**src/rtl/core/ft12_pkg.sv**
```systemverilog
// ----------------------------------------------------------------------------
// ft12_pkg
// Shared constants and types for the FT1.2 frame deframer.
// ----------------------------------------------------------------------------
package ft12_pkg;

   localparam logic [7:0] BYTE_ACK   = 8'hE5;
   localparam logic [7:0] BYTE_FIXED = 8'h10;
   localparam logic [7:0] BYTE_END   = 8'h16;
   localparam logic [7:0] BYTE_VAR   = 8'h68;
   localparam logic [8:0] VAR_EXTRA  = 9'd6;
   localparam logic [8:0] FIXED_LEN  = 9'd6;
   localparam logic [8:0] ACK_LEN    = 9'd1;

   localparam logic [1:0] KIND_NONE  = 2'd0;
   localparam logic [1:0] KIND_ACK   = 2'd1;
   localparam logic [1:0] KIND_FIXED = 2'd2;
   localparam logic [1:0] KIND_VAR   = 2'd3;

   localparam logic [2:0] ST_HUNT   = 3'd0;
   localparam logic [2:0] ST_IN     = 3'd1;
   localparam logic [2:0] ST_OK     = 3'd2;
   localparam logic [2:0] ST_CSERR  = 3'd3;
   localparam logic [2:0] ST_LENERR = 3'd4;

   typedef enum logic {
      PH_HUNT  = 1'b0,
      PH_FRAME = 1'b1
   } phase_type;

   typedef struct packed {
      logic [7:0] echo_byte;
      logic [1:0] frame_kind;
      logic [8:0] byte_index;
      logic       frame_start;
      logic       frame_last;
      logic [2:0] status;
      logic [8:0] frame_length;
   } result_type;

endpackage

```
**src/rtl/core/ft12_if.sv**
```systemverilog
// ----------------------------------------------------------------------------
// ft12 channel interfaces
// Valid/ready channels for received bytes and for annotated result items.
// ----------------------------------------------------------------------------
interface ft12_req_if;
   logic       valid;
   logic       ready;
   logic [7:0] rx_byte;

   modport source (output valid, output rx_byte, input ready);
   modport sink   (input valid, input rx_byte, output ready);
endinterface

interface ft12_rsp_if;
   logic       valid;
   logic       ready;
   logic [7:0] echo_byte;
   logic [1:0] frame_kind;
   logic [8:0] byte_index;
   logic       frame_start;
   logic       frame_last;
   logic [2:0] status;
   logic [8:0] frame_length;

   modport source (output valid, output echo_byte, output frame_kind, output byte_index,
                   output frame_start, output frame_last, output status,
                   output frame_length, input ready);
   modport sink   (input valid, input echo_byte, input frame_kind, input byte_index,
                   input frame_start, input frame_last, input status,
                   input frame_length, output ready);
endinterface

```
**src/rtl/core/ft12_parse.sv**
```systemverilog
// ----------------------------------------------------------------------------
// ft12_parse
// Frame state machine: hunt state, position, length and running sum.
// ----------------------------------------------------------------------------
module ft12_parse (
   input  logic                  clock,
   input  logic                  reset,
   input  logic                  step,
   input  logic [7:0]            rx_byte,
   output ft12_pkg::result_type  result
);

   ft12_pkg::phase_type phase_ff, phase_in;
   logic [1:0] kind_ff, kind_in;
   logic [8:0] pos_ff, pos_in;
   logic [7:0] len_ff, len_in;
   logic [7:0] sum_ff, sum_in;
   logic [7:0] sum_add;
   logic [8:0] var_len;
   logic [8:0] user_end;
   logic       add_byte;

   assign sum_add  = sum_ff + rx_byte;
   assign var_len  = {1'b0, len_ff} + ft12_pkg::VAR_EXTRA;
   assign user_end = {1'b0, len_ff} + 9'd4;

   // result for the byte at the input
   always_comb begin
      result              = '0;
      result.echo_byte    = rx_byte;
      add_byte            = 1'b0;
      unique case (phase_ff)
         ft12_pkg::PH_HUNT: begin
            result.status = ft12_pkg::ST_HUNT;
            priority if (rx_byte == ft12_pkg::BYTE_ACK) begin
               result.frame_kind   = ft12_pkg::KIND_ACK;
               result.frame_start  = 1'b1;
               result.frame_last   = 1'b1;
               result.status       = ft12_pkg::ST_OK;
               result.frame_length = ft12_pkg::ACK_LEN;
            end else if (rx_byte == ft12_pkg::BYTE_FIXED) begin
               result.frame_kind   = ft12_pkg::KIND_FIXED;
               result.frame_start  = 1'b1;
               result.status       = ft12_pkg::ST_IN;
               result.frame_length = ft12_pkg::FIXED_LEN;
            end else if (rx_byte == ft12_pkg::BYTE_VAR) begin
               result.frame_kind   = ft12_pkg::KIND_VAR;
               result.frame_start  = 1'b1;
               result.status       = ft12_pkg::ST_IN;
            end else begin
               result.frame_kind   = ft12_pkg::KIND_NONE;
            end
         end
         ft12_pkg::PH_FRAME: begin
            result.frame_kind = kind_ff;
            result.byte_index = pos_ff;
            result.status     = ft12_pkg::ST_IN;
            if (kind_ff == ft12_pkg::KIND_FIXED) begin
               result.frame_length = ft12_pkg::FIXED_LEN;
               priority if (pos_ff <= 9'd3) begin
                  add_byte = 1'b1;
               end else if (pos_ff == 9'd4) begin
                  if (rx_byte != sum_ff) begin
                     result.status     = ft12_pkg::ST_CSERR;
                     result.frame_last = 1'b1;
                  end
               end else begin
                  result.status     = (rx_byte == ft12_pkg::BYTE_END) ?
                                      ft12_pkg::ST_OK : ft12_pkg::ST_CSERR;
                  result.frame_last = 1'b1;
               end
            end else begin
               priority if (pos_ff == 9'd1) begin
                  result.frame_length = '0;
               end else if (pos_ff == 9'd2) begin
                  if (rx_byte != len_ff) begin
                     result.status     = ft12_pkg::ST_LENERR;
                     result.frame_last = 1'b1;
                  end else begin
                     result.frame_length = var_len;
                  end
               end else begin
                  result.frame_length = var_len;
                  priority if (pos_ff == 9'd3) begin
                     if (rx_byte != ft12_pkg::BYTE_VAR) begin
                        result.status     = ft12_pkg::ST_CSERR;
                        result.frame_last = 1'b1;
                     end
                  end else if (pos_ff < user_end) begin
                     add_byte = 1'b1;
                  end else if (pos_ff == user_end) begin
                     if (rx_byte != sum_ff) begin
                        result.status     = ft12_pkg::ST_CSERR;
                        result.frame_last = 1'b1;
                     end
                  end else begin
                     result.status     = ft12_pkg::ST_OK;
                     result.frame_last = 1'b1;
                  end
               end
            end
         end
         default: begin
            result.status = ft12_pkg::ST_HUNT;
         end
      endcase
   end

   // next state
   always_comb begin
      phase_in = phase_ff;
      kind_in  = kind_ff;
      pos_in   = pos_ff;
      len_in   = len_ff;
      sum_in   = sum_ff;
      unique case (phase_ff)
         ft12_pkg::PH_HUNT: begin
            if (result.frame_start && !result.frame_last) begin
               phase_in = ft12_pkg::PH_FRAME;
               kind_in  = result.frame_kind;
               pos_in   = 9'd1;
               len_in   = '0;
               sum_in   = '0;
            end
         end
         ft12_pkg::PH_FRAME: begin
            if (result.frame_last) begin
               phase_in = ft12_pkg::PH_HUNT;
               kind_in  = ft12_pkg::KIND_NONE;
               pos_in   = '0;
               len_in   = '0;
               sum_in   = '0;
            end else begin
               pos_in = pos_ff + 9'd1;
               if (add_byte) begin
                  sum_in = sum_add;
               end
               if (kind_ff == ft12_pkg::KIND_VAR && pos_ff == 9'd1) begin
                  len_in = rx_byte;
               end
            end
         end
         default: begin
            phase_in = ft12_pkg::PH_HUNT;
         end
      endcase
   end

   always_ff @(posedge clock) begin
      if (reset) begin
         phase_ff <= ft12_pkg::PH_HUNT;
         kind_ff  <= ft12_pkg::KIND_NONE;
         pos_ff   <= '0;
         len_ff   <= '0;
         sum_ff   <= '0;
      end else if (step) begin
         phase_ff <= phase_in;
         kind_ff  <= kind_in;
         pos_ff   <= pos_in;
         len_ff   <= len_in;
         sum_ff   <= sum_in;
      end
   end

   a_hunt_clean: assert property (@(posedge clock) disable iff (reset)
      phase_ff == ft12_pkg::PH_HUNT |-> pos_ff == 9'd0 && sum_ff == 8'd0)
      else $error("hunt state with stale position or sum");

   a_frame_kind: assert property (@(posedge clock) disable iff (reset)
      phase_ff == ft12_pkg::PH_FRAME |->
         (kind_ff == ft12_pkg::KIND_FIXED || kind_ff == ft12_pkg::KIND_VAR))
      else $error("in frame without a multi-byte kind");

   a_last_hunt: assert property (@(posedge clock) disable iff (reset)
      step && result.frame_last |=> phase_ff == ft12_pkg::PH_HUNT)
      else $error("frame closed but parser did not return to hunt");

   a_last_status: assert property (@(posedge clock) disable iff (reset)
      result.frame_last |-> (result.status == ft12_pkg::ST_OK ||
         result.status == ft12_pkg::ST_CSERR || result.status == ft12_pkg::ST_LENERR))
      else $error("closing byte without a final status");

endmodule

```
**src/rtl/core/ft12_out_reg.sv**
```systemverilog
// ----------------------------------------------------------------------------
// ft12_out_reg
// Result register driving the response channel.
// ----------------------------------------------------------------------------
module ft12_out_reg (
   input  logic                  clock,
   input  logic                  reset,
   input  logic                  load,
   input  ft12_pkg::result_type  result,
   output logic                  can_load,
   ft12_rsp_if.source            rsp_chan
);

   logic                 valid_ff, valid_in;
   ft12_pkg::result_type data_ff;

   assign can_load = !valid_ff || rsp_chan.ready;
   assign valid_in = load || (valid_ff && !rsp_chan.ready);

   always_ff @(posedge clock) begin
      if (reset) begin
         valid_ff <= 1'b0;
      end else begin
         valid_ff <= valid_in;
      end
   end

   always_ff @(posedge clock) begin
      if (load) begin
         data_ff <= result;
      end
   end

   assign rsp_chan.valid        = valid_ff;
   assign rsp_chan.echo_byte    = data_ff.echo_byte;
   assign rsp_chan.frame_kind   = data_ff.frame_kind;
   assign rsp_chan.byte_index   = data_ff.byte_index;
   assign rsp_chan.frame_start  = data_ff.frame_start;
   assign rsp_chan.frame_last   = data_ff.frame_last;
   assign rsp_chan.status       = data_ff.status;
   assign rsp_chan.frame_length = data_ff.frame_length;

   a_no_overwrite: assert property (@(posedge clock) disable iff (reset)
      load |-> can_load)
      else $error("result register loaded while holding an untaken item");

endmodule

```
**src/rtl/core/ft12_frame_deframer.sv**
```systemverilog
// ----------------------------------------------------------------------------
// ft12_frame_deframer
// FT1.2 frame recognizer: annotates each received byte with frame kind,
// index, status and frame length.
// ----------------------------------------------------------------------------
//  channel   | dir | handshake         | payload
//  req_chan  | in  | valid/ready       | rx_byte[7:0]
//  rsp_chan  | out | valid/ready       | echo_byte, frame_kind, byte_index, frame_start,
//            |     |                   | frame_last, status, frame_length
//
//  One byte per cycle unless the receiver stalls; input register, then result register.
//  The frame state advances only when a byte moves from the input register to the
//  result register, so stalls on the response side hold the parser in place.
//  Synchronous reset returns the parser to hunting and empties both registers.
// ----------------------------------------------------------------------------
module ft12_frame_deframer (
   input  logic       clock,
   input  logic       reset,
   ft12_req_if.sink   req_chan,
   ft12_rsp_if.source rsp_chan
);

   logic                 in_valid_ff, in_valid_in;
   logic [7:0]           in_byte_ff;
   logic                 advance;
   logic                 can_load;
   logic                 take;
   ft12_pkg::result_type result;

   assign advance        = in_valid_ff && can_load;
   assign req_chan.ready = !in_valid_ff || advance;
   assign take           = req_chan.valid && req_chan.ready;
   assign in_valid_in    = take || (in_valid_ff && !advance);

   always_ff @(posedge clock) begin
      if (reset) begin
         in_valid_ff <= 1'b0;
      end else begin
         in_valid_ff <= in_valid_in;
      end
   end

   always_ff @(posedge clock) begin
      if (take) begin
         in_byte_ff <= req_chan.rx_byte;
      end
   end

   ft12_parse u_parse (
      .clock   (clock),
      .reset   (reset),
      .step    (advance),
      .rx_byte (in_byte_ff),
      .result  (result)
   );

   ft12_out_reg u_out (
      .clock    (clock),
      .reset    (reset),
      .load     (advance),
      .result   (result),
      .can_load (can_load),
      .rsp_chan (rsp_chan)
   );

   a_in_hold: assert property (@(posedge clock) disable iff (reset)
      in_valid_ff && !advance |=> in_valid_ff && $stable(in_byte_ff))
      else $error("stalled byte lost from input register");

   a_advance_out: assert property (@(posedge clock) disable iff (reset)
      advance |=> rsp_chan.valid)
      else $error("advanced byte did not reach the result register");

endmodule

```
**src/flat_wrapper.sv**
```systemverilog
// flat-port wrapper written by rule: the top's interface ports become plain ports
module ft12_frame_deframer_flat 
  (clock, reset, req_chan_valid, req_chan_rx_byte, req_chan_ready, rsp_chan_valid, rsp_chan_echo_byte, rsp_chan_frame_kind, rsp_chan_byte_index, rsp_chan_frame_start, rsp_chan_frame_last, rsp_chan_status, rsp_chan_frame_length, rsp_chan_ready);
  ft12_req_if req_chan_i ();
  ft12_rsp_if rsp_chan_i ();
  input  logic clock;
  input  logic reset;
  input wire logic [$bits(req_chan_i.valid)-1:0] req_chan_valid;
  input wire logic [$bits(req_chan_i.rx_byte)-1:0] req_chan_rx_byte;
  output wire logic [$bits(req_chan_i.ready)-1:0] req_chan_ready;
  output wire logic [$bits(rsp_chan_i.valid)-1:0] rsp_chan_valid;
  output wire logic [$bits(rsp_chan_i.echo_byte)-1:0] rsp_chan_echo_byte;
  output wire logic [$bits(rsp_chan_i.frame_kind)-1:0] rsp_chan_frame_kind;
  output wire logic [$bits(rsp_chan_i.byte_index)-1:0] rsp_chan_byte_index;
  output wire logic [$bits(rsp_chan_i.frame_start)-1:0] rsp_chan_frame_start;
  output wire logic [$bits(rsp_chan_i.frame_last)-1:0] rsp_chan_frame_last;
  output wire logic [$bits(rsp_chan_i.status)-1:0] rsp_chan_status;
  output wire logic [$bits(rsp_chan_i.frame_length)-1:0] rsp_chan_frame_length;
  input wire logic [$bits(rsp_chan_i.ready)-1:0] rsp_chan_ready;
  assign req_chan_i.valid = req_chan_valid;
  assign req_chan_i.rx_byte = req_chan_rx_byte;
  assign req_chan_ready = req_chan_i.ready;
  assign rsp_chan_valid = rsp_chan_i.valid;
  assign rsp_chan_echo_byte = rsp_chan_i.echo_byte;
  assign rsp_chan_frame_kind = rsp_chan_i.frame_kind;
  assign rsp_chan_byte_index = rsp_chan_i.byte_index;
  assign rsp_chan_frame_start = rsp_chan_i.frame_start;
  assign rsp_chan_frame_last = rsp_chan_i.frame_last;
  assign rsp_chan_status = rsp_chan_i.status;
  assign rsp_chan_frame_length = rsp_chan_i.frame_length;
  assign rsp_chan_i.ready = rsp_chan_ready;
  ft12_frame_deframer u_core (.clock(clock), .reset(reset), .req_chan(req_chan_i), .rsp_chan(rsp_chan_i));
endmodule
```
**config.mk**
```make
export PLATFORM = sky130hd
export DESIGN_NAME = ft12_frame_deframer_flat
export DESIGN_NICKNAME = d
export VERILOG_FILES = /design/src/rtl/core/ft12_pkg.sv /design/src/rtl/core/ft12_if.sv /design/src/rtl/core/ft12_parse.sv /design/src/rtl/core/ft12_out_reg.sv /design/src/rtl/core/ft12_frame_deframer.sv /design/src/flat_wrapper.sv
export SDC_FILE = /design/constraint.sdc
export NUM_CORES = 1
export LEC_CHECK = 0
export CAP_MARGIN = 20
export CELL_PAD_IN_SITES_DETAIL_PLACEMENT = 0
export CELL_PAD_IN_SITES_GLOBAL_PLACEMENT = 2
export CORE_ASPECT_RATIO = 1.2
export CORE_MARGIN = 1
export CORE_UTILIZATION = 41
export CTS_CLUSTER_SIZE = 8
export DETAILED_ROUTE_END_ITERATION = 10
export DONT_BUFFER_PORTS = 1
export MAX_ROUTING_LAYER = met4
export PLACE_DENSITY_LB_ADDON = 0.1
export SLEW_MARGIN = 20
export SYNTH_ARGS = -nofsm -noshare
export SYNTH_HDL_FRONTEND = slang
export SYNTH_SLANG_ARGS = --single-unit
```
**constraint.sdc**
```tcl
create_clock -name clock -period 3.7 [get_ports clock]
set_clock_uncertainty 0.2 [all_clocks]
set_input_delay 0.185 -clock clock [delete_from_list [all_inputs] [get_ports clock]]
set_output_delay 0.185 -clock clock [all_outputs]
set_load 0.05 [all_outputs]
```
Yosys cells after proc, flatten, opt, wreduce, memory -nomap -nowiden
Cells that the tools add are included.
{ "word_totals": {"reg_bits": 71, "in_bits": 12, "out_inout_bits": 35, "wordCells": 110} }
{ "op_classes": {"add_sub_neg": 4, "magnitude_cmp": 2, "eq_ne": 18, "mux": 51, "bitwise_logic": 1, "reduce_logical": 19} }
{ "ops": {"columns": ["cell", "count"], "rows": [
  ["8-bit two-way mux", 5],
  ["4-bit two-way mux", 9],
  ["9-bit two-way mux", 4],
  ["8-bit case mux with 2 select lines", 2],
  ["13-bit two-way mux", 2],
  ["13-bit case mux with 2 select lines", 1],
  ["8-bit by 3-bit adder with 9-bit output, second input constant", 2],
  ["9-bit by 2-bit equality test with 1-bit output, second input constant", 2],
  ["9-bit case mux with 2 select lines", 1],
  ["1-bit two-way mux", 17],
  ["8-bit by 5-bit equality test with 1-bit output, second input constant", 2],
  ["8-bit inequality test", 2],
  ["11-bit two-way mux", 1],
  ["2-bit two-way mux", 5],
  ["9-bit by 1-bit adder with 9-bit output, second input constant", 1],
  ["9-bit by 1-bit equality test with 1-bit output, second input constant", 1],
  ["9-bit by 3-bit equality test with 1-bit output, second input constant", 1],
  ["9-bit equality test", 1],
  ["9-bit by 2-bit <= comparator with 1-bit output, second input constant", 1],
  ["9-bit < comparator", 1],
  ["3-bit AND reduction", 3],
  ["8-bit adder", 1],
  ["8-bit by 7-bit equality test with 1-bit output, second input constant", 1],
  ["8-bit equality test, second input constant", 1],
  ["12 further kinds", 28]
]} }

Depth between registers and ports, before layout
Gate-level depths: netlist of the first run.
{ "depth": {"depth_word": 13, "ltp_mapped": 14, "mapped_depth_nobuf": 12} }

Hierarchy
A second synthesis of the first run with hierarchy kept.
{ "unflattened": {"hier_cells": 379, "area_unflattened_um2": 4041.4} }
{ "by_module_without_submodules": {"columns": ["module", "instances", "cells_each", "area_per_inst_um2"], "rows": [
  ["ft12_parse", 1, 328, 2701.3],
  ["ft12_out_reg", 1, 37, 1037.2],
  ["ft12_frame_deframer", 1, 14, 302.8]
]} }

Least setup slack after synthesis of the first run
Ideal clock, no wire load.
{ "synth_timing": {"path_kind": "reg2reg", "from": "register u_core.u_out.valid_ff, in the netlist u_core.u_out.rsp_chan.valid", "to": "register u_core.u_parse.sum_ff[7]", "setup_ns": 0.091, "t_arrival_ns": 3.040, "required_ns": 3.409, "slack_ns": 0.369, "stages_incl_launch_ff": 10, "n_path_buf": 2, "period_less_slack_ns": 3.331, "path_cell_list": "dfxtp_1 > nor2b_1 > nor2b_1 > clkbuf_1 > o21a_1 > buf_4 > nand2_2 > a221oi_2 > a31oi_1 > a311oi_1"} }
{ "synth_between": {"elab_chain_cells": 4} }
{ "synth_rtl": {"columns": ["item", "line_no", "rtl"], "rows": [
  ["start, declared", "ft12_out_reg.sv:14", "logic valid_ff, valid_in;"],
  ["start signal, assigned", "ft12_out_reg.sv:24", "valid_ff <= valid_in;"],
  ["1-bit zero test", "ft12_out_reg.sv:17", "assign can_load = !valid_ff || rsp_chan.ready;"],
  ["1-bit logical OR", "ft12_out_reg.sv:17", null],
  ["1-bit logical AND", "ft12_frame_deframer.sv:30", "assign advance = in_valid_ff && can_load;"],
  ["net u_core.advance", "ft12_frame_deframer.sv:25", "logic advance;"],
  ["3-bit AND reduction (no source line)", null, null],
  ["end signal, assigned", "ft12_parse.sv:161", "sum_ff <= sum_in;"],
  ["end, declared", "ft12_parse.sv:17", "logic [7:0] sum_ff, sum_in;"]
]} }
The timed path passes the listed nets, and every way through them passes these cells.
A chain may end at the register's enable or synchronous reset.

Worst setup path after layout of the first run
{ "layout_timing": {"from": "register u_core.u_parse.len_ff[4]", "to": "register u_core.u_parse.pos_ff[6]"} }
{ "layout_between": {"elab_chain_cells": 13, "word_cells_on_any_way": 18} }
{ "layout_rtl": {"columns": ["item", "line_no", "rtl"], "rows": [
  ["start, declared", "ft12_parse.sv:16", "logic [7:0] len_ff, len_in;"],
  ["start signal, assigned", "ft12_parse.sv:160", "len_ff <= len_in;"],
  ["branches (longest 5 deep; another with 8-bit by 3-bit adder with 9-bit output)", null, null],
  ["13-bit two-way mux (*)", "ft12_parse.sv:75", "end else if (pos_ff == 9'd2) begin"],
  ["4-bit two-way mux (*)", "ft12_parse.sv:73", "priority if (pos_ff == 9'd1) begin"],
  ["13-bit two-way mux (*)", "ft12_parse.sv:58", "if (kind_ff == ft12_pkg::KIND_FIXED) begin"],
  ["13-bit case mux with 2 select lines (*)", "ft12_parse.sv:32", "unique case (phase_ff)"],
  ["1-bit zero test", "ft12_parse.sv:118", "if (result.frame_start && !result.frame_last) begin"],
  ["1-bit logical AND", "ft12_parse.sv:118", null],
  ["2-bit inequality test (no source line)", null, null],
  ["2-bit AND reduction (no source line)", null, null],
  ["end signal, assigned", "ft12_parse.sv:159", "pos_ff <= pos_in;"],
  ["end, declared", "ft12_parse.sv:15", "logic [8:0] pos_ff, pos_in;"]
]} }
Mark *: on every way between the ends.

==> results of run 1 <==
==> cells in the mapped netlist, drive strengths merged, types with 3 or more instances <==
cell and count:
edfxtp 41, nand2 36, dfxtp 30, xor2 25
ha 23, nor2 22, nand3 19, a21oi 18
nor3 15, and2 11, clkbuf 10, a32o 8
inv 7, nor4 7, o211ai 7, buf 6
nand4 6, o21ai 6, xnor2 6, a21o 5
and3 4, nor2b 4, a21boi 3, a31oi 3
o21a 3, or3 3
==> per-stage QoR <==
step / util / instance area (um2) / instances
4_1_cts: 0.4781 / 4161 / 492
3_5_place_dp: 0.4459 / 3881 / 465
6_report: 0.4781 / 4161 / 492
5_1_grt: 0.4781 / 4161 / 492
3_3_place_gp: 0.4459 / 3881 / 465
2_1_floorplan: - / 3727 / 354
==> cell type report <==
cell class | count | area, um2
clock inverter | 7 | 46.29
timing repair buffer | 21 | 185.2
multi-input combinational | 259 | 1798
inverter | 8 | 30.03
clock buffer | 9 | 123.9
sequential | 71 | 1832
tap | 117 | 146.4
fill | 876 | 4542
==> worst reg2reg max path, stage by stage, from the launching register on <==
cell and delay (ns):
dfxtp_1 0.54, and3_1 0.26, nand3_1 0.10, xor2_1 0.17
ha_1 0.32, nand4_1 0.15, a31oi_1 0.28, o31ai_1 0.15
o211ai_2 0.25, a21oi_4 0.09, nor2_1 0.39, buf_4 0.26
nor3_1 0.07
==> registers in the layout, summed over array words and instances, names as in the netlist <==
signal,cells
u_core.in_valid_ff,1
u_core.u_parse.sum_ff,8
u_core.u_parse.phase_ff,1
u_core.u_out.rsp_chan.frame_start,1
u_core.u_out.rsp_chan.frame_length,9
u_core.u_out.rsp_chan.echo_byte,8
u_core.in_byte_ff,8
u_core.u_out.rsp_chan.valid,1
u_core.u_out.rsp_chan.frame_kind,2
u_core.u_parse.pos_ff,9
u_core.u_parse.kind_ff,2
u_core.u_out.rsp_chan.status,3
u_core.u_parse.len_ff,8
u_core.u_out.rsp_chan.frame_last,1
u_core.u_out.rsp_chan.byte_index,9
==> worst max path at each step <==
stage / from / to / cells after the start
floorplan: u_core.u_out.rsp_chan.valid / u_core.u_parse.sum_ff[7] / 9
global placement: u_core.u_parse.len_ff[4] / u_core.u_parse.pos_ff[5] / 12
detailed placement: u_core.u_parse.len_ff[4] / u_core.u_parse.pos_ff[2] / 12
CTS: u_core.u_parse.len_ff[4] / u_core.u_parse.pos_ff[6] / 12
global route: u_core.u_parse.len_ff[4] / u_core.u_parse.pos_ff[5] / 12
finish: u_core.u_parse.len_ff[4] / u_core.u_parse.pos_ff[6] / 12
==> cells in the final DEF, fill, tap and decap left out, types with 6 or more instances in the layout <==
master,instances
nand3_1,19
inv_1,7
nand2_1,35
nor4_1,6
buf_4,10
nand4_1,6
dlygate4sd3_1,11
o211ai_1,6
xor2_1,25
a32o_1,8
ha_1,23
xnor2_1,6
edfxtp_1,41
and2_1,9
nor2_1,22
dfxtp_1,30
nor3_1,15
clkbuf_8,9
a21oi_1,17
==> per-layer routing <==
metal / up-vias / GRT usage
met2: 55 / 0.3769
li1: 1341 / -
met3: 12 / 0.03494
met4: 0 / 0.07370
met1: 1272 / 0.2441
met5: - / -
==> power by group <==
part / switching [uW] / internal (uW) / total (uW)
logic: 59.8 / 33.2 / 93.0
clock network: 317 / 243 / 560
registers: 79.0 / 862 / 941
total: 456 / 1140 / 1590
==> kinds of logic after synthesis <==
group           synth area share
simple gates              0.1870
buf+inv                  0.02820
fa+ha+maj                0.08258
mux                     0.008392
xor+xnor                 0.07284
compound gates            0.1296
flops                     0.4914
==> metrics.cfg, run 1 <==
[status]
status=complete, no violations

[clock_tree]
ctsLongestPathBuffers=2
cts_sinks=71
clk_pin_slew_worst_paths_ns=0.09
cts_root_buf=clkbuf_8
cts_buffers=9
clk_latency_ns=0.35
ctsResizeCount=0
post_cts_buffers=0
cts.htree.levels=3
cts_tree=done
hold_buffers=11

[worst_setup_path]
critPathCaptureType=flip-flop
r2r_start=u_core.u_parse.len_ff[4]
reg2reg_depth=12
rr_endpoint=u_core.u_parse.pos_ff[6]
cpMaxStageDelayCell=dfxtp_1
critPathMaxFanout=9
cp.required_ns=3.69
worstSetupPathType=flip-flop to flip-flop
crit_arrival_ns=3.38
crit_buf_inv=1
cp_cell_sequence=and3_1 > nand3_1 > xor2_1 > ha_1 > nand4_1 > a31oi_1 > o31ai_1 > o211ai_2 > a21oi_4 > nor2_1 > buf_4 > nor3_1
reg2reg_slack_ns=0.31
slowest_delay_ns=0.54
start_kind=flip-flop
cp_top_family=simple AND/OR/NAND/NOR gates

[detailed_routing]
dr_total_vias=2680
m1WireLength_mm=4.031
drcViolationCount=0
wl_met2_mm=4.614
routed_wl_mm=9.053
routed_via_density=5.447
routed-wl-met3_um=258
drt_iter0_markers=100
dr.pass1.iters=4
wl_per_cell_um=18.40
drtAntennaViolNets=0
top_layer=met4

[timing]
finalCritPeriodShare=0.9167
setup_tns_ns=0
finalCriticalPeriod_ns=3.392
rsz0062_at_grt=false
hold_violations=0
setup_viol=0
worst_slew_pin_slew_ns=0.9777
slew_violations=0
fin_ws_ns=0.3082
timing.hold.ws_ns=0.06531
max_freq_mhz=294.8
timing.slew.headroom=0.3460

[logic_synthesis]
synthCells=354
synthFlopType=edfxtp_1
synthArstFlopShare=0
synth_area_leaders=edfxtp_1 (33%), dfxtp_1 (16%), ha_1 (7.7%), xor2_1 (5.9%), nand2_1 (3.5%)
synth_top_cell_by_area=edfxtp_1
yosysWarnings=0
synth.top_cell.area_share=0.3303
synth_nets=390
synth.avg_cell_area_um2=10.53
syn_area_um2=3727
synth-seq-cells=71
synth-edff-count=41
ys_seq_area_frac=0.4914
synth_cell_types=55

[grt]
gr-total-overflow=0
grt_pass1_wl_mm=14.52
first_global_vias=2776
globalRouteTotalUtil=0.2146
antenna_found_initial=0
grt_max_degree=24

[final_layout]
antenna_cells=0
area_delta_synth_final_pct=11.65
final_nets=406
final_layout_size_suffix_gt1_frac=0.1040

[floorplan]
dieHeight_um=106.4
ios=47
core_area_um2=8703
rows=37
die_area_um2=9478
fp.dieW_um=89.04
start_util=0.4283

[power]
finalPower_uw=1594
vdd_ir_drop_max_mv=0.1922
powerDensity_nw_per_um2=383.1
leakage_uw=0.001524

[placed_design]
io_buffers=0
place_hpwl_mm=6.338
place_ws_ns=0.4457
gp_congestion=0.8189

[min_path]
min_from=req_chan_valid
whs_path_depth=1
hold_class=primary input to flip-flop
worstHoldEndpoint=u_core.in_byte_ff[7]

[job]
cap_violations=0

Power figures use the tool's default switching activity.
==> run 2, diff against run 1 <==
Settings changed: HOLD_SLACK_MARGIN set to 0.02, REMOVE_ABC_BUFFERS set to 1.
==> metrics.cfg, run 2 (synthesis results as in run 1) <==
[timing]
finalCriticalPeriod_ns=3.318  ; -0.07421 ns
setup_tns_ns=0  ; unchanged
setup_viol=0  ; unchanged
finalCritPeriodShare=0.8966  ; -0.02006
worst_slew_pin_slew_ns=0.9583  ; -0.01946 ns
timing.slew.headroom=0.3590  ; +0.01302
fin_ws_ns=0.3824  ; +0.07421 ns
rsz0062_at_grt=false
hold_violations=0  ; unchanged
slew_violations=0  ; unchanged
max_freq_mhz=301.4  ; +2.2%

[clock_tree]
cts_root_buf=clkbuf_8
ctsResizeCount=0  ; unchanged
cts_sinks=71  ; unchanged
clk_latency_ns=0.35  ; about the same
cts_tree=done
cts_buffers=9  ; unchanged
ctsLongestPathBuffers=2  ; unchanged
cts.htree.levels=3  ; unchanged
clk_pin_slew_worst_paths_ns=0.09  ; about the same

[grt]
grt_max_degree=24  ; unchanged
grt_pass1_wl_mm=14.12  ; -2.8%
antenna_found_initial=0  ; unchanged
first_global_vias=2727  ; -1.8%
globalRouteTotalUtil=0.2089  ; -0.005642
gr-total-overflow=0  ; unchanged

[final_layout]
seq_area_um2=1832  ; unchanged
finalInstanceArea_um2=4169  ; +0.18%
fillCellCount=845  ; -3.5%
antenna_cells=0  ; unchanged
multi_input_area_um2=1798  ; unchanged
final_common_cell=edfxtp_1
area_delta_synth_final_pct=11.85
final_cell_mix=edfxtp_1 (41), nand2_1 (35), dfxtp_1 (30)
final_layout_size_suffix_gt1_frac=0.1043  ; +0.0002781
final_nets=405  ; -0.25%

[placed_design]
gp_congestion=0.8477  ; +3.5%
placed_area_um2=3874  ; -0.19%
place_hpwl_mm=6.165  ; -2.7%
place_ws_ns=0.4597  ; +0.01400 ns
io_buffers=0  ; unchanged

[floorplan]
die_area_um2=9478  ; unchanged
ios=47  ; unchanged
rows=37  ; unchanged
core_area_um2=8703  ; unchanged
start_util=0.4283  ; unchanged
dieHeight_um=106.4  ; unchanged
fp.dieW_um=89.04  ; unchanged

[job]
cap_violations=0  ; unchanged

[detailed_routing]
drcViolationCount=0  ; unchanged
dr_total_vias=2701  ; +0.78%
routed_via_density=5.501  ; +0.99%
drt_iter0_markers=135  ; +35%
wl_per_cell_um=17.83  ; -3.1%
drtAntennaViolNets=0  ; unchanged
routed_wl_mm=8.755  ; -3.3%
dr.pass1.iters=4  ; unchanged

[status]
status=complete, no violations

[worst_setup_path]
critPathMaxFanout=8  ; -1
cp_cell_sequence=and3_1 > nand3_1 > xor2_1 > ha_1 > nand3_1 > a21boi_0 > o31ai_1 > o211ai_2 > a21oi_4 > nor2_1 > buf_4 > nor3_1
critPathCaptureType=flip-flop
reg2reg_depth=12  ; unchanged
slowest_delay_ns=0.57  ; +0.03 ns
crit_arrival_ns=3.31  ; -0.07 ns
worst_path_most_repeated_cell=nand3_1
start_kind=flip-flop
cpMaxStageDelayCell=dfxtp_1
cp.required_ns=3.70  ; about the same
worstSetupPathType=flip-flop to flip-flop

[power]
powerDensity_nw_per_um2=389.6  ; +1.7%
leakage_uw=0.001526  ; +0.13%
vdd_ir_drop_max_mv=0.2470  ; +29%

[min_path]
whs_path_depth=1  ; unchanged
hold_class=primary input to flip-flop

## run 2: critical path, delay by kind of cell (launching register included)
| kind | cells | cell delay, ns |
|---|---|---|
| DFF | 1 | 0.57 |
| AOI/OAI and AO/OA | 4 | 0.82 |
| xor gates and xnor gates | 1 | 0.17 |
| and+or+nand+nor | 5 | 0.83 |
| adders and majority gates | 1 | 0.33 |
| buffers and inverters | 1 | 0.24 |
## run 2: worst paths after layout
check                                         startpoint  slack (ns)                       end
worst max-delay path            u_core.u_parse.len_ff[5]        0.38  u_core.u_parse.pos_ff[7]
worst min-delay path                      req_chan_valid        0.05      u_core.in_byte_ff[7]
worst max register to register  u_core.u_parse.len_ff[5]        0.38  u_core.u_parse.pos_ff[7]
worst min register to register  u_core.u_parse.sum_ff[4]        0.30  u_core.u_parse.sum_ff[4]
## run 2: layer usage
metal	vias to the layer above	GRT usage	share of wire
met5	-	-	0
met4	0	0.06916	0.015
met3	12	0.04270	0.023
met2	56	0.3445	0.52
met1	1296	0.2534	0.44
li1	1337	-	-
## run 2: timing repair
item,4_1_cts,5_1_grt
hold endpoints to repair,38,0
hold buffers,11,0
buffers inserted,0,0
## run 2: cell type report
class / instances / share of cell area
multi-input cells: 259 / 0.4313
inverters: 8 / 0.007203
clock inverters: 7 / 0.01471
repair buffers: 20 / 0.04262
flip-flops and latches: 71 / 0.4394
clock buffers: 9 / 0.02971
well taps: 117 / 0.03511
## run 2: per-stage QoR
step                      hold slack (ns)  cells  total power (uW)  utilization
after floorplan                   0.05407    338              1006            -
after global placement            0.05904    464              1037       0.4451
after detailed placement          0.06115    464              1037       0.4451
after CTS                         0.03793    491              1640       0.4790
after global routing              0.05593    491              1696       0.4790
final                             0.05157    491              1624       0.4790
## run 2: report_power, final
part,internal [uW],total (uW),leakage [uW],switching (uW)
Clock,256,593,0.0000888,337
Sequential,862,943,0.000627,80.8
Combinational,32.3,88.7,0.000810,56.5
==> run 3, diff against run 2 <==
Settings changed: CORE_MARGIN 1 to 2.
==> metrics.cfg, run 3 (synthesis results as in run 1) <==
[clock_tree]
cts.htree.levels=3  ; unchanged
clk_pin_slew_worst_paths_ns=0.09  ; about the same
clk_latency_ns=0.36  ; about the same
cts_root_buf=clkbuf_8
post_cts_buffers=0  ; unchanged
cts_sinks=71  ; unchanged
cts_buffers=9  ; unchanged
ctsLongestPathBuffers=2  ; unchanged
cts_tree=done
ctsResizeCount=0  ; unchanged

[worst_setup_path]
reg2reg_depth=12  ; unchanged
worstSetupPathType=flip-flop to flip-flop
crit_arrival_ns=3.36  ; +0.05 ns
start_kind=flip-flop
rr_endpoint=u_core.u_parse.pos_ff[5]
critPathMaxFanout=9  ; +1
r2r_start=u_core.u_parse.len_ff[4]
reg2reg_slack_ns=0.33  ; -0.05 ns
critPathCaptureType=flip-flop
cp.required_ns=3.69  ; about the same

[grt]
grtUsageMet2=0.3275  ; -0.01699
first_global_vias=2650  ; -2.8%
grtUsageMet3=0.05087  ; +0.008169
gr-total-overflow=0  ; unchanged
grt_pass1_wl_mm=14.17  ; +0.39%
grt_max_degree=26  ; +8.3%
met1_usage=0.2257  ; -0.02779
busiest_layer=met2
globalRouteTotalUtil=0.1944  ; -0.01454
antenna_found_initial=0  ; unchanged

[floorplan]
ios=47  ; unchanged
dieHeight_um=108.4  ; +1.9%
die_area_um2=9873  ; +4.2%
start_util=0.4170  ; -0.01127
fp.dieW_um=91.04  ; +2.2%
core_area_um2=8939  ; +2.7%
rows=38  ; +2.7%

[power]
leakage_uw=0.001532  ; +0.41%
p_seq_frac=0.579  ; about the same
netSwitchingFraction=0.2905  ; -0.001412
p_clk_frac=0.365  ; about the same
internal-power_uw=1153  ; +0.25%
powerDensity_nw_per_um2=388.5  ; -0.28%
switchingPower_uw=472.1  ; -0.43%
vdd_ir_drop_max_mv=0.2743  ; +11%
combPwrFrac=0.056  ; about the same

[timing]
finalCriticalPeriod_ns=3.370  ; +0.05223 ns
timing.hold.ws_ns=0.05133  ; -0.0002460 ns
max_freq_mhz=296.8  ; -1.5%
rsz0062_at_grt=false
setup_viol=0  ; unchanged
worst_slew_pin_slew_ns=0.9729  ; +0.01460 ns
slew_violations=0  ; unchanged
timing.slew.headroom=0.3493  ; -0.009764
hold_violations=0  ; unchanged
finalCritPeriodShare=0.9108  ; +0.01412

[placed_design]
io_buffers=0  ; unchanged
placed_area_um2=3885  ; +0.29%
gp_congestion=0.8308  ; -2.0%
place_hpwl_mm=6.329  ; +2.6%

[final_layout]
final_cell_mix=edfxtp_1 (41), nand2_1 (35), dfxtp_1 (30)
final_common_cell=edfxtp_1
finalInstanceArea_um2=4183  ; +0.33%
seq_area_um2=1832  ; unchanged
area_delta_synth_final_pct=12.22
fillCellCount=881  ; +4.3%
multi_input_area_um2=1798  ; unchanged
final_layout_size_suffix_gt1_frac=0.1067  ; +0.002389
antenna_cells=0  ; unchanged
final_nets=406  ; +0.25%

[detailed_routing]
drtAntennaViolNets=0  ; unchanged
drcViolationCount=0  ; unchanged
routed_via_density=5.390  ; -2.0%
routed_wl_mm=8.822  ; +0.77%
dr_total_vias=2668  ; -1.2%
wl_per_cell_um=17.82  ; about the same
dr.pass1.iters=4  ; unchanged
drt_iter0_markers=120  ; -11%

[status]
status=complete, no violations

[min_path]
min_from=req_chan_valid
hold_class=primary input to flip-flop
worstHoldEndpoint=u_core.in_byte_ff[0]
whs_path_depth=1  ; unchanged

[job]
cap_violations=0  ; unchanged

==> run 3: cell types whose count changed in the layout (fill, tap and decap cells not counted) <==
cell,previous run,this run
inv_6,3,2
buf_4,9,10
inv_8,1,2
==> run 3: power by group through the flow <==
stage,logic (uW),clock network (uW),registers (uW)
global route,102,653,944
finish,91.6,593,941
floorplan,49.7,0,956
global placement,79.2,0,959
detailed placement,78.9,0,960
CTS,92.9,612,941
==> run 3: metal layers <==
layer  vias up  part of all wire
met5         -                 0
met4         0             0.025
met3        16             0.032
met2        60              0.50
met1      1257              0.44
li1       1335                 -
==> run 3: repair_timing <==
item | in CTS | in global routing
hold buffers | 11 | 0
endpoints found under the setup margin | 0 | 0
hold endpoints to repair | 38 | 0
==> run 3: metrics by stage <==
step,TNS [ns],power [uW],utilization,setup WS (ns),std cells
6_report,0,1625,0.4679,0.3302,495
5_1_grt,0,1699,0.4679,0.1188,495
4_1_cts,0,1647,0.4679,0.3573,495
3_5_place_dp,0,1038,0.4346,0.4425,468
3_3_place_gp,0,1038,0.4346,0.5424,468
2_1_floorplan,-2.598,1006,-,-0.2380,338
==> run 3: critical path, stage by stage (launching register included) <==
cell      delay (ns)
dfxtp_1         0.56
and3_1          0.30
nand3_1         0.11
xor2_1          0.17
ha_1            0.33
nand4_1         0.12
a31oi_1         0.25
o31ai_1         0.15
o211ai_2        0.24
a21oi_4         0.09
nor2_1          0.36
buf_4           0.25
nor3_1          0.07
==> run 3: final cells by class <==
cell class                      instances  area share
Clock buffer                            9     0.02961
Clock inverter                          7     0.01526
Inverter                                8    0.007179
Multi-Input combinational cell        259      0.4299
Sequential cell                        71      0.4379
Tap cell                              120     0.03590
Timing Repair Buffer                   21     0.04427
==> run 3: how the worst max path moves through the flow <==
stage                                           start                       end  slack, ns  depth (start not counted)
final                        u_core.u_parse.len_ff[4]  u_core.u_parse.pos_ff[5]       0.33                         12
after global placement       u_core.u_parse.len_ff[4]  u_core.u_parse.pos_ff[2]       0.54                         12
after detailed placement     u_core.u_parse.len_ff[4]  u_core.u_parse.pos_ff[5]       0.44                         12
after floorplan           u_core.u_out.rsp_chan.valid  u_core.u_parse.sum_ff[7]      -0.24                          7
after CTS                    u_core.u_parse.len_ff[4]  u_core.u_parse.pos_ff[5]       0.36                         12
after global routing         u_core.u_parse.len_ff[4]  u_core.u_parse.pos_ff[5]       0.12                         12
